File: src/clock_buffer_frame_manager_macros.svh
// Assertion helpers used by the frame manager controller.
`ifndef CLOCK_BUFFER_FRAME_MANAGER_MACROS_SVH
`define CLOCK_BUFFER_FRAME_MANAGER_MACROS_SVH
`define CBFM_ASSERT_IMPL(label, clk, rst, a, c) \
  label: assert property (@(posedge clk) disable iff (rst) (a) |-> (c)) \
    else $error("assertion failed");
`define CBFM_ASSERT_NEXT(label, clk, rst, a, c) \
  label: assert property (@(posedge clk) disable iff (rst) (a) |=> (c)) \
    else $error("assertion failed");
`endif

File: src/cbfm_pkg.sv
package cbfm_pkg;
  localparam int NUM_FRAMES = 16;
  localparam int PIN_COUNT_BITS = 8;
  localparam int FRAME_BITS = $clog2(NUM_FRAMES);
  localparam int SEEN_BITS = $clog2(NUM_FRAMES + 1);
  localparam logic [PIN_COUNT_BITS-1:0] PIN_MAX = '1;

  localparam logic [2:0] MODE_READ    = 3'd0;
  localparam logic [2:0] MODE_UNPIN   = 3'd1;
  localparam logic [2:0] MODE_ALLOC   = 3'd2;
  localparam logic [2:0] MODE_DISPOSE = 3'd3;
  localparam logic [2:0] MODE_FLUSH   = 3'd4;

  localparam logic [1:0] ST_OK         = 2'd0;
  localparam logic [1:0] ST_EXCEEDED   = 2'd1;
  localparam logic [1:0] ST_NOT_PINNED = 2'd2;
  localparam logic [1:0] ST_PINNED     = 2'd3;

  typedef struct packed {
    logic [2:0]  mode;
    logic [15:0] file_id;
    logic [31:0] page_no;
    logic        dirty;
  } in_item_t;

  typedef struct packed {
    logic [1:0]  status;
    logic [3:0]  frame;
    logic        hit;
    logic        fetch_page;
    logic        write_back;
    logic [15:0] wb_file_id;
    logic [31:0] wb_page_no;
    logic        delete_page;
    logic        last;
  } out_item_t;

  typedef enum logic [3:0] {
    S_IDLE, S_LOOKUP, S_DECIDE, S_SWEEP, S_FLUSH, S_EMIT
  } state_t;

  // Operations the controller asks of the datapath.
  typedef enum logic [3:0] {
    OP_NONE, OP_LATCH, OP_LOOKUP, OP_HIT_READ, OP_UNPIN, OP_DISPOSE,
    OP_MISS_RESP, OP_SWEEP_START, OP_SWEEP_STEP, OP_FLUSH_START, OP_FLUSH_STEP,
    OP_TAKE
  } op_t;

  typedef struct packed {
    op_t op;
  } cmd_t;

  typedef struct packed {
    logic [2:0] mode;
    logic       found;
    logic       sweep_done;
    logic       flush_done;
    logic       flush_emit;
    logic       out_full;
  } stat_t;
endpackage

File: src/cbfm_datapath.sv
module cbfm_datapath import cbfm_pkg::*; (
  input  logic      clk,
  input  logic      rst,
  input  cmd_t      cmd,
  input  in_item_t  in_data,
  output stat_t     stat,
  output out_item_t out_data,
  input  logic      out_pop
);
  logic [NUM_FRAMES-1:0] fv, fr, fd;
  logic [PIN_COUNT_BITS-1:0] fp [NUM_FRAMES];
  logic [15:0] ft [NUM_FRAMES];
  logic [31:0] pt [NUM_FRAMES];
  logic [FRAME_BITS-1:0] hand;
  in_item_t req;
  logic [NUM_FRAMES-1:0] match;
  logic found;
  logic [FRAME_BITS-1:0] fidx;
  logic [NUM_FRAMES-1:0] seen;
  logic [SEEN_BITS-1:0] nseen;
  logic sweep_done, flush_done, flush_emit;
  logic [FRAME_BITS-1:0] walk;
  logic walk_end;
  logic out_full;
  out_item_t outr;

  logic [FRAME_BITS-1:0] hn;
  logic [FRAME_BITS-1:0] enc;
  logic any;

  assign hn = (hand == FRAME_BITS'(NUM_FRAMES - 1)) ? '0 : hand + 1'b1;

  always_comb begin
    any = 1'b0;
    enc = '0;
    for (int i = NUM_FRAMES - 1; i >= 0; i--) begin
      if (match[i]) begin
        any = 1'b1;
        enc = FRAME_BITS'(i);
      end
    end
  end

  function automatic out_item_t mk(logic [1:0] s, logic [FRAME_BITS-1:0] f, logic h,
                                   logic fe, logic w, logic [15:0] wf,
                                   logic [31:0] wp, logic del, logic l);
    out_item_t o;
    o.status = s;
    o.frame = 4'(f);
    o.hit = h;
    o.fetch_page = fe;
    o.write_back = w;
    o.wb_file_id = wf;
    o.wb_page_no = wp;
    o.delete_page = del;
    o.last = l;
    return o;
  endfunction

  always_ff @(posedge clk) begin
    if (rst) begin
      fv <= '0;
      fr <= '0;
      fd <= '0;
      hand <= FRAME_BITS'(NUM_FRAMES - 1);
      out_full <= 1'b0;
      sweep_done <= 1'b0;
      flush_done <= 1'b0;
      flush_emit <= 1'b0;
      for (int i = 0; i < NUM_FRAMES; i++) begin
        fp[i] <= '0;
        ft[i] <= '0;
        pt[i] <= '0;
      end
    end else begin
      if (out_pop) out_full <= 1'b0;
      unique case (cmd.op)
        OP_NONE: ;
        OP_LATCH: req <= in_data;
        OP_LOOKUP: begin
          for (int i = 0; i < NUM_FRAMES; i++)
            match[i] <= fv[i] && ft[i] == req.file_id && pt[i] == req.page_no;
        end
        OP_TAKE: begin
          found <= any;
          fidx <= enc;
        end
        OP_HIT_READ: begin
          fr[fidx] <= 1'b1;
          if (fp[fidx] != PIN_MAX) fp[fidx] <= fp[fidx] + 1'b1;
          outr <= mk(ST_OK, fidx, 1'b1, 1'b0, 1'b0, '0, '0, 1'b0, 1'b1);
          out_full <= 1'b1;
        end
        OP_UNPIN: begin
          if (!found) begin
            outr <= mk(ST_OK, '0, 1'b0, 1'b0, 1'b0, '0, '0, 1'b0, 1'b1);
          end else if (fp[fidx] == '0) begin
            outr <= mk(ST_NOT_PINNED, fidx, 1'b1, 1'b0, 1'b0, '0, '0, 1'b0, 1'b1);
          end else begin
            if (req.dirty) fd[fidx] <= 1'b1;
            fp[fidx] <= fp[fidx] - 1'b1;
            outr <= mk(ST_OK, fidx, 1'b1, 1'b0, 1'b0, '0, '0, 1'b0, 1'b1);
          end
          out_full <= 1'b1;
        end
        OP_DISPOSE: begin
          if (found) begin
            fv[fidx] <= 1'b0;
            fr[fidx] <= 1'b0;
            fd[fidx] <= 1'b0;
            fp[fidx] <= '0;
            ft[fidx] <= '0;
            pt[fidx] <= '0;
            outr <= mk(ST_OK, fidx, 1'b1, 1'b0, 1'b0, '0, '0, 1'b1, 1'b1);
          end else begin
            outr <= mk(ST_OK, '0, 1'b0, 1'b0, 1'b0, '0, '0, 1'b1, 1'b1);
          end
          out_full <= 1'b1;
        end
        OP_MISS_RESP: begin
          // Unused modes answer with an empty final transaction.
          outr <= mk(ST_OK, '0, 1'b0, 1'b0, 1'b0, '0, '0, 1'b0, 1'b1);
          out_full <= 1'b1;
        end
        OP_SWEEP_START: begin
          seen <= '0;
          nseen <= '0;
          sweep_done <= 1'b0;
        end
        OP_SWEEP_STEP: begin
          hand <= hn;
          if (nseen >= SEEN_BITS'(NUM_FRAMES)) begin
            outr <= mk(ST_EXCEEDED, '0, 1'b0, 1'b0, 1'b0, '0, '0, 1'b0, 1'b1);
            out_full <= 1'b1;
            sweep_done <= 1'b1;
          end else if (fr[hn] && fv[hn]) begin
            fr[hn] <= 1'b0;
          end else if (fv[hn] && fp[hn] != '0) begin
            if (!seen[hn]) begin
              seen[hn] <= 1'b1;
              nseen <= nseen + 1'b1;
            end
          end else begin
            // Free or evictable frame: install the requested page here.
            outr <= mk(ST_OK, hn, 1'b0, req.mode == MODE_READ, fv[hn] && fd[hn],
                       (fv[hn] && fd[hn]) ? ft[hn] : 16'd0,
                       (fv[hn] && fd[hn]) ? pt[hn] : 32'd0, 1'b0, 1'b1);
            out_full <= 1'b1;
            sweep_done <= 1'b1;
            fv[hn] <= 1'b1;
            fr[hn] <= 1'b1;
            fp[hn] <= PIN_COUNT_BITS'(1);
            fd[hn] <= 1'b0;
            ft[hn] <= req.file_id;
            pt[hn] <= req.page_no;
          end
        end
        OP_FLUSH_START: begin
          walk <= '0;
          walk_end <= 1'b0;
          flush_done <= 1'b0;
          flush_emit <= 1'b0;
        end
        OP_FLUSH_STEP: begin
          if (walk_end) begin
            outr <= mk(ST_OK, '0, 1'b0, 1'b0, 1'b0, '0, '0, 1'b0, 1'b1);
            out_full <= 1'b1;
            flush_done <= 1'b1;
            flush_emit <= 1'b0;
          end else begin
            if (walk == FRAME_BITS'(NUM_FRAMES - 1)) walk_end <= 1'b1;
            else walk <= walk + 1'b1;
            flush_emit <= fv[walk] && ft[walk] == req.file_id && fp[walk] == '0 &&
                          fd[walk];
            if (fv[walk] && ft[walk] == req.file_id) begin
              if (fp[walk] != '0) begin
                outr <= mk(ST_PINNED, walk, 1'b0, 1'b0, 1'b0, '0, '0, 1'b0, 1'b1);
                out_full <= 1'b1;
                flush_done <= 1'b1;
              end else begin
                if (fd[walk]) begin
                  outr <= mk(ST_OK, walk, 1'b0, 1'b0, 1'b1, ft[walk], pt[walk],
                             1'b0, 1'b0);
                  out_full <= 1'b1;
                end
                fv[walk] <= 1'b0;
                fr[walk] <= 1'b0;
                fd[walk] <= 1'b0;
                fp[walk] <= '0;
                ft[walk] <= '0;
                pt[walk] <= '0;
              end
            end
          end
        end
        default: ;
      endcase
    end
  end

  assign stat.mode = req.mode;
  assign stat.found = found;
  assign stat.sweep_done = sweep_done;
  assign stat.flush_done = flush_done;
  assign stat.flush_emit = flush_emit;
  assign stat.out_full = out_full;
  assign out_data = outr;
endmodule

File: src/cbfm_ctrl.sv
module cbfm_ctrl import cbfm_pkg::*; (
  input  logic  clk,
  input  logic  rst,
  input  logic  in_fire,
  input  stat_t stat,
  output cmd_t  cmd,
  output logic  in_ready,
  output logic  out_valid
);
`include "clock_buffer_frame_manager_macros.svh"
  state_t state, state_next;
  logic step_ok;

  assign step_ok = !stat.out_full;

  always_ff @(posedge clk) begin
    if (rst) state <= S_IDLE;
    else state <= state_next;
  end

  always_comb begin
    state_next = state;
    unique case (state)
      S_IDLE: if (in_fire) state_next = S_LOOKUP;
      S_LOOKUP: state_next = S_DECIDE;
      S_DECIDE: state_next = S_EMIT;
      S_EMIT: begin
        priority if (stat.mode == MODE_READ && !stat.found) state_next = S_SWEEP;
        else if (stat.mode == MODE_ALLOC) state_next = S_SWEEP;
        else if (stat.mode == MODE_FLUSH) state_next = S_FLUSH;
        else state_next = S_IDLE;
      end
      S_SWEEP: if (stat.sweep_done) state_next = S_IDLE;
      S_FLUSH: if (stat.flush_done) state_next = S_IDLE;
      default: state_next = S_IDLE;
    endcase
  end

  always_comb begin
    cmd.op = OP_NONE;
    unique case (state)
      S_IDLE: if (in_fire) cmd.op = OP_LATCH;
      S_LOOKUP: cmd.op = OP_LOOKUP;
      S_DECIDE: cmd.op = OP_TAKE;
      S_EMIT: begin
        priority if (stat.mode == MODE_READ && !stat.found) cmd.op = OP_SWEEP_START;
        else if (stat.mode == MODE_ALLOC) cmd.op = OP_SWEEP_START;
        else if (stat.mode == MODE_FLUSH) cmd.op = OP_FLUSH_START;
        else if (step_ok) begin
          if (stat.mode == MODE_READ) cmd.op = OP_HIT_READ;
          else if (stat.mode == MODE_UNPIN) cmd.op = OP_UNPIN;
          else if (stat.mode == MODE_DISPOSE) cmd.op = OP_DISPOSE;
          else cmd.op = OP_MISS_RESP;
        end
      end
      S_SWEEP: if (!stat.sweep_done && step_ok) cmd.op = OP_SWEEP_STEP;
      S_FLUSH: if (!stat.flush_done && step_ok) cmd.op = OP_FLUSH_STEP;
      default: cmd.op = OP_NONE;
    endcase
  end

  assign in_ready = (state == S_IDLE) && !stat.out_full;
  assign out_valid = stat.out_full;

  `CBFM_ASSERT_IMPL(a_no_accept_busy, clk, rst, in_fire, state == S_IDLE)
  `CBFM_ASSERT_NEXT(a_accept_lookup, clk, rst, in_fire, state == S_LOOKUP)
  `CBFM_ASSERT_IMPL(a_step_needs_room, clk, rst,
    cmd.op == OP_SWEEP_STEP || cmd.op == OP_FLUSH_STEP, !stat.out_full)
endmodule

File: src/clock_buffer_frame_manager.sv
// Each operation is latched, looked up and decided, then emits its
// result; a sweep steps through frames in clock-hand order and a flush
// walks the frames, each stepping only while no result is waiting.
// One operation is in flight at a time; the input is ready again once
// the last result has been taken. Synchronous reset clears all frames
// and sets the clock hand to the last frame.
module clock_buffer_frame_manager import cbfm_pkg::*; (
  input  logic      clk,
  input  logic      rst,
  input  logic      in_valid,
  output logic      in_ready,
  input  in_item_t  in_data,
  output logic      out_valid,
  input  logic      out_ready,
  output out_item_t out_data
);
  cmd_t  cmd;
  stat_t stat;

  cbfm_ctrl u_ctrl (
    .clk(clk), .rst(rst), .in_fire(in_valid && in_ready), .stat(stat), .cmd(cmd),
    .in_ready(in_ready), .out_valid(out_valid)
  );

  cbfm_datapath u_dp (
    .clk(clk), .rst(rst), .cmd(cmd), .in_data(in_data), .stat(stat),
    .out_data(out_data), .out_pop(out_valid && out_ready)
  );
endmodule
File: config.mk
export PLATFORM = sky130hd
export DESIGN_NAME = clock_buffer_frame_manager
export DESIGN_NICKNAME = d
export VERILOG_FILES = /design/src/cbfm_pkg.sv /design/src/cbfm_datapath.sv /design/src/cbfm_ctrl.sv /design/src/clock_buffer_frame_manager.sv
export VERILOG_INCLUDE_DIRS = /design/src /design/src/src
export SDC_FILE = /design/constraint.sdc
export NUM_CORES = 2
export LEC_CHECK = 0
export ABC_CLOCK_PERIOD_IN_PS = 7400
export BUFFER_PORTS_ARGS = -buffer_cell sky130_fd_sc_hd__buf_2
export CAP_MARGIN = 0
export CORE_ASPECT_RATIO = 0.5
export CORE_UTILIZATION = 31
export CTS_BUF_LIST = sky130_fd_sc_hd__clkbuf_16
export DETAILED_ROUTE_END_ITERATION = 10
export GPL_TIMING_DRIVEN = 0
export PLACE_DENSITY_LB_ADDON = 0.12
export SLEW_MARGIN = 20
export SYNTH_ARGS = -nofsm -noshare
export SYNTH_HDL_FRONTEND = slang
export SYNTH_SLANG_ARGS = --single-unit
export TNS_END_PERCENT = 5
File: constraint.sdc
create_clock -name clk -period 7.4 [get_ports clk]
set_input_delay 1.48 -clock clk [delete_from_list [all_inputs] [get_ports clk]]
set_output_delay 1.48 -clock clk [all_outputs]
set_load 0.03 [all_outputs]
# Yosys cells after proc, flatten, opt, wreduce, memory -nomap -nowiden
# Memories as Yosys holds them, arrays and structs flattened. A register that Yosys moved wholly into a read port is not among the register bits.
# Cells that the tools add are included.
[word_totals] register_bits=217 ramBits=896 in_bits=56 out_inout_bits=61 elab_cells=415 memories=3
[memory_table] name="u_dp.pt" words=16 word_bits=32 rd=18 rd_clocked_by_memory_dff=1 write_ports=16 line="cbfm_datapath.sv:13" source="logic [31:0] pt [NUM_FRAMES];"
[memory_table] name="u_dp.ft" words=16 word_bits=16 rd=18 rd_clocked_by_memory_dff=1 write_ports=16 line="cbfm_datapath.sv:12" source="logic [15:0] ft [NUM_FRAMES];"
[memory_table] name="u_dp.fp" words=16 word_bits=8 rd=3 rd_clocked_by_memory_dff=1 write_ports=16 line="cbfm_datapath.sv:11" source="logic [PIN_COUNT_BITS-1:0] fp [NUM_FRAMES];"
[op_classes] addsub=5 magnitude_cmp=7 n_eq_ne=78 n_mux=185 bitwise=19 reduce_logical=87
[op_table] op="$mux W59" n=9
[op_table] op="$eq A32 B32 Y1" n=16
[op_table] op="$mux W16" n=32
[op_table] op="$pmux W59 S6" n=1
[op_table] op="$eq A16 B16 Y1" n=17
[op_table] op="$mux W4" n=36
[op_table] op="$and A16 B16 Y16" n=8
[op_table] op="$mux W32" n=4
[op_table] op="$pmux W16 S4" n=2
[op_table] op="$reduce_or A32 Y1" n=3
[op_table] op="$or A16 B16 Y16" n=5
[op_table] op="$mux W1" n=64
[op_table] op="$mux W57" n=1
[op_table] op="$not A16 Y16" n=3
[op_table] op="$pmux W16 S3" n=1
[op_table] op="$pmux W4 S6" n=2
[op_table] op="$reduce_or A16 Y1" n=3
[op_table] op="$logic_and A1 B1 Y1" n=45
[op_table] op="$mux W8" n=5
[op_table] op="$pmux W16 S2" n=1
[op_table] op="$reduce_or A8 Y1" n=4
[op_table] op="$bmux W1 S4" n=6
[op_table] op="$eq A4 B3 Y1 const B" n=6
[op_table] op="$eq A4 B4 Y1 const B" n=6
[op_table] op="other kinds (47)" n=101

# Longest topological paths before layout
[depth] depth_word=19 ltp_mapped=18 mapped_depth_nobuf=14

# Hierarchy
# A second synthesis with hierarchy kept.
[hier_totals] hier_cells=5680 area_unflattened_um2=70679.0
[by_module_without_submodules] mod="cbfm_datapath" n_inst=1 cells_each=5631 area_per_inst_um2=70342.5 seq_area_each_um2=32851.5
[by_module_without_submodules] mod="cbfm_ctrl" n_inst=1 cells_each=47 area_per_inst_um2=324.1 seq_area_each_um2=60.1
[by_module_without_submodules] mod="clock_buffer_frame_manager" n_inst=1 cells_each=2 area_per_inst_um2=12.5 seq_area_each_um2=0.0

# Worst setup path after synthesis
# No wires, ideal clock.
[synth_path] kind="register -> register" from="reg u_dp.hand[0]" to="mem u_dp.ft[11][0] (enable)" arrival_time_ns=6.751 required_ns=6.880 slack_ns=0.129 path_stages_with_launch=13 n_path_buf=4 period_less_slack_ns=7.271 path_cell_list="dfxtp_1 -> ha_1 -> a31oi_1 -> buf_2 -> mux4_2 -> o41ai_1 -> and3_1 -> a31o_2 -> buf_2 -> clkbuf_1 -> clkbuf_1 -> a2bb2oi_1 -> o21ai_0"
[synth_rtl] element="start: declaration" line="cbfm_datapath.sv:14" source="logic [FRAME_BITS-1:0] hand;"
[synth_rtl] element="start signal: assignment" line="cbfm_datapath.sv:65" source="hand <= FRAME_BITS'(NUM_FRAMES - 1);"
[synth_rtl] element="start signal: assignment" line="cbfm_datapath.sv:131" source="hand <= hn;"
[synth_rtl] element="end: declaration" line="cbfm_datapath.sv:12"

==> flow_summary_export.csv <==
group,metric,value,unit
outcome,outcome,"finished with violations",
outcome,violations,"max-capacitance violations, max-slew violations, negative setup slack",
worst_setup_path,arrival,8.26,ns
sta,worstMarginPinSlew,1.67,ns
synth,syn_area,65800,um^2
worst_setup_path,path_buf_inv,8,
floorplan,die_w,653,um
floorplan,dieArea,214000,um^2
synth,syn_area_per_cell,12.1,um^2
finish,fillCellCount,20500,
synth,synthArstFlopShare,0,%
floorplan,die_h,328,um
synth,synth_nets,5484,
finish,final_util,37.0,%
clock_network,worstSkewPairLatency,0.81,ns
placed_design,place_congestion,1.11,
sta,skew,0.0402,ns
sta,slew_headroom,-12.1,%
global_routing,grt_pass1_vias,52500,
pwr,combPwrFrac,32.3,%
placed_design,dp.final_hpwl,399000,um
placed_design,place_inst,8541,
drt,routed_wl,499000,um
clock_network,cts-root-buf,"clkbuf_16",
sta,setup_violations,161,
pwr,p_switching,8.09,mW
sta,rsz0062_at_grt,"no",
drt,drt_first_pass_iters,7,
sta,fmax,0.131,GHz
floorplan,initial_core_util,31.2,%
worst_setup_path,cp_slowest_stage_delay,0.77,ns
worst_hold_path,hold_class,"reg -> reg",
drt,drc_errors,0,
finish,nets,5883,
worst_setup_path,critPathRequiredTime,8.03,ns
global_routing,grt_use_total,45.7,%
pwr,pwr-share-seq,37.4,%
finish,fin_cells,8783,
worst_setup_path,critical_path_class,"reg -> reg",
sta,hold_viol,0,
worst_setup_path,cp_top_family,"buffers and inverters",
sta,slew_violations,4,
placed_design,port_buffers,116,
synth,yosysUniqueCellTypes,83,
clock_network,clock-sinks,1116,
clock_network,postCtsHoldBufs,0,
clock_network,clockBufferDepth,3,
drt,dr.first_iter.drc_count,11300,
synth,syn_inst,5414,
pwr,netSwitchingFraction,40.2,%
drt,wl_per_cell,56.8,um
synth,synth_edf_count,1054,
sta,fin_ws,-0.232,ns
drt,via_per_inst,6.67,
floorplan,row_count,119,
worst_setup_path,crit_path_cell_trace,"buf_4 -> buf_4 -> buf_2 -> buf_2 -> buf_4 -> mux2i_1 -> mux2i_1 -> xnor2_1 -> nand4_1 -> nor4_4 -> nand2_1 -> buf_4 -> mux2i_4 -> nand2_1 -> buf_2 -> buf_2 -> nor2_1",
floorplan,core_area,211000,um^2
clock_network,cts_buffers,113,
worst_setup_path,crit_fanout,10,
pwr,power.internal,12.0,mW
floorplan,io_pins,117,
synth,synth_warnings,0,
clock_network,ctsHtreeMaxLevel,3,
finish,drive_gt1_share,22.7,%
pwr,ir_worst_vdd,0.195,mV
pwr,power_per_cell_area,258,nW/um^2
global_routing,grt_pass1_wl,617000,um
worst_setup_path,end_kind,"register",
pwr,power.leakage,25.7,nW
run,cap_violations,3,
synth,yosysSeqAreaShare,50.0,%
clock_network,cts_tree,"built",
drt,dr_total_vias,58600,
sta,period_share,103,%
synth,synth_ff_type,"edfxtp_1",
sta,timing.setup.tns,-11.74,ns
global_routing,grt-ovfl-total,0,
global_routing,antenna_found_initial,92,
sta,fin_crit,7.63,ns
clock_network,clk_pin_slew,0.08,ns
worst_setup_path,startpoint_type,"register",
global_routing,grt_max_degree,28,
worst_setup_path,cp_slowest_cell,"mux2i_4",
finish,areaGrowthSynthToFinish,18.6,%
synth,ys_ff_latch,1116,
pwr,power_frac_clock,30.3,%
drt,ant_nets,0,
## power groups by stage
stage	logic, mW	clock network [mW]	registers, mW
floorplan	2.42	0	7.59
global placement	5.61	0	7.73
detailed placement	5.97	0	7.64
CTS	5.99	6.07	7.50
global route	6.27	6.28	7.53
finish	6.51	6.11	7.52
## layout make-up
class	instances	area (um^2)	share of cell area, %
Sequential cell	1116	32900	42.2
Multi-Input combinational cell	3731	31700	40.6
Timing Repair Buffer	285	3690	4.74
Tap cell	2843	3560	4.56
Clock buffer	115	2880	3.69
Buffer	468	2090	2.68
Clock inverter	91	741	0.950
Inverter	98	369	0.473
Antenna cell	36	90.1	0.116
## state kept, by name, indices dropped and copies added, names as in the netlist, 4 cells and up, named ones only
| signal | cells |
|---|---|
| u_dp.match | 16 |
| u_dp.fp | 128 |
| u_dp.pt | 512 |
| u_dp.fidx | 4 |
| u_dp.hand | 4 |
| u_dp.walk | 4 |
| u_dp.fv | 16 |
| u_dp.out_data | 59 |
| u_dp.req | 49 |
| u_dp.ft | 256 |
| u_dp.seen | 16 |
| u_dp.fr | 16 |
| u_dp.nseen | 5 |
| u_dp.fd | 16 |
## worst reg2reg max path, cell delays in order, from the launching register on
cell,delay (ns)
dfxtp_1,0.45
buf_4,0.31
buf_4,0.33
buf_2,0.54
buf_2,0.65
buf_4,0.57
mux2i_1,0.30
mux2i_1,0.14
xnor2_1,0.25
nand4_1,0.35
nor4_4,0.70
nand2_1,0.19
buf_4,0.27
mux2i_4,0.77
nand2_1,0.45
buf_2,0.48
buf_2,0.49
nor2_1,0.25
## layout by cell type, fill, tap and decap left out, types with 21 or more instances in the layout
| master | count |
|---|---|
| buf_2 | 229 |
| buf_16 | 59 |
| nor4_2 | 35 |
| mux2i_1 | 105 |
| diode_2 | 36 |
| dfxtp_1 | 62 |
| a211oi_1 | 76 |
| o21ai_0 | 58 |
| xor2_1 | 373 |
| nand4_1 | 102 |
| nor4_1 | 113 |
| xor2_2 | 29 |
| buf_12 | 36 |
| clkinv_2 | 21 |
| xnor2_1 | 256 |
| buf_1 | 22 |
| nor2b_1 | 64 |
| clkinv_1 | 25 |
| clkbuf_2 | 100 |
| o22ai_1 | 32 |
| nand3_1 | 61 |
| edfxtp_1 | 1054 |
| a22oi_1 | 41 |
| xnor2_2 | 44 |
| a21oi_1 | 136 |
| inv_1 | 111 |
| nor2_1 | 1010 |
| mux4_2 | 464 |
| a221oi_1 | 30 |
| and2_1 | 24 |
| nand2b_1 | 21 |
| a22o_1 | 50 |
| nand2_1 | 249 |
| buf_6 | 31 |
| clkbuf_16 | 115 |
| nor3_1 | 43 |
| buf_4 | 39 |
| a31oi_1 | 24 |
| clkbuf_1 | 221 |
## layer usage
metal,vias to the layer above,wire (um),global-route usage [%]
met3,1045,84700,27.3
met1,30900,196000,59.1
li1,21200,-,-
met2,5376,190000,60.5
met5,-,1150,1.97
met4,86,27500,19.5
## through the flow
stage	instance area (um^2)	power (mW)	hold WS (ns)	setup slack, ns
CTS	77600	19.6	0.500	0.0421
global placement	69900	13.3	0.479	-12.99
global route	77900	20.1	0.521	0.0611
floorplan	65800	10.0	0.455	0.129
detailed placement	74000	13.6	0.487	-0.658
finish	78000	20.1	0.505	-0.232
## cell usage after synthesis, drive strengths merged (6+ instances only)
master   instances  area, um^2
edfxtp        1054       31700
nor2          1011        3790
mux4           464       10500
xor2           402        3520
clkbuf         320        1200
xnor2          300        2630
nand2          252         946
buf            149         702
nor4           149         947
a21oi          137         686
mux2i          109        1130
nand4          102         638
inv             92         345
a211oi          78         586
o21ai           73         365
nor2b           65         407
dfxtp           62        1240
nand3           62         310
a22o            50         438
nor3            49         245
a22oi           41         308
o22ai           33         213
a221oi          30         263
a31oi           25         156
and2            24         150
nand2b          21         131
mux2            19         214
o2bb2ai         19         173
a31o            15         131
and3            14        87.6
ha              14         175
a311oi          12         105
o2111ai         12         105
o211ai          12         105
a222oi          11         110
o31ai           10        75.1
or3             10        62.6
a32o             9        90.1
o21bai           8        60.1
o221ai           8        70.1
a32oi            6        52.6
clkinv           6        22.5
nand4b           6        52.6
or2              6        37.5
## path summary, 6_finish.rpt
path	slack, ns	endpoint	start	cells after the start
hold reg to reg	0.50	u_dp.fr[3]$_SDFFE_PP0P_	u_dp.fr[3]$_SDFFE_PP0P_	1
hold / removal	0.50	u_dp.fr[3]$_SDFFE_PP0P_	u_dp.fr[3]$_SDFFE_PP0P_	1
setup reg to reg	-0.23	u_dp.ft[1][1]$_SDFFCE_PN0P_	register	17
setup / recovery	-0.23	u_dp.ft[1][1]$_SDFFCE_PN0P_	register	17
## cells by family (layout without fill, tap and decap cells)
logic type | after synthesis | after routing | synth area share (%)
other | 0 | 36 | 0
buffers and inverters | 567 | 1057 | 3.46
adder cells (fa/ha/maj) | 14 | 14 | 0.266
XOR/XNOR | 702 | 702 | 9.35
AND/OR/NAND/NOR | 1795 | 1795 | 12.2
multiplexers | 592 | 592 | 17.9
flip-flops | 1116 | 1116 | 50.0
AO/OA/AOI/OAI | 628 | 628 | 6.76
## timing repair
item,in CTS,in global routing
endpoints found under the setup margin,880,52
pin swaps,0,1
resized for setup,5,7
setup buffers,0,0
No activity file was read; power rests on OpenSTA's default activity.
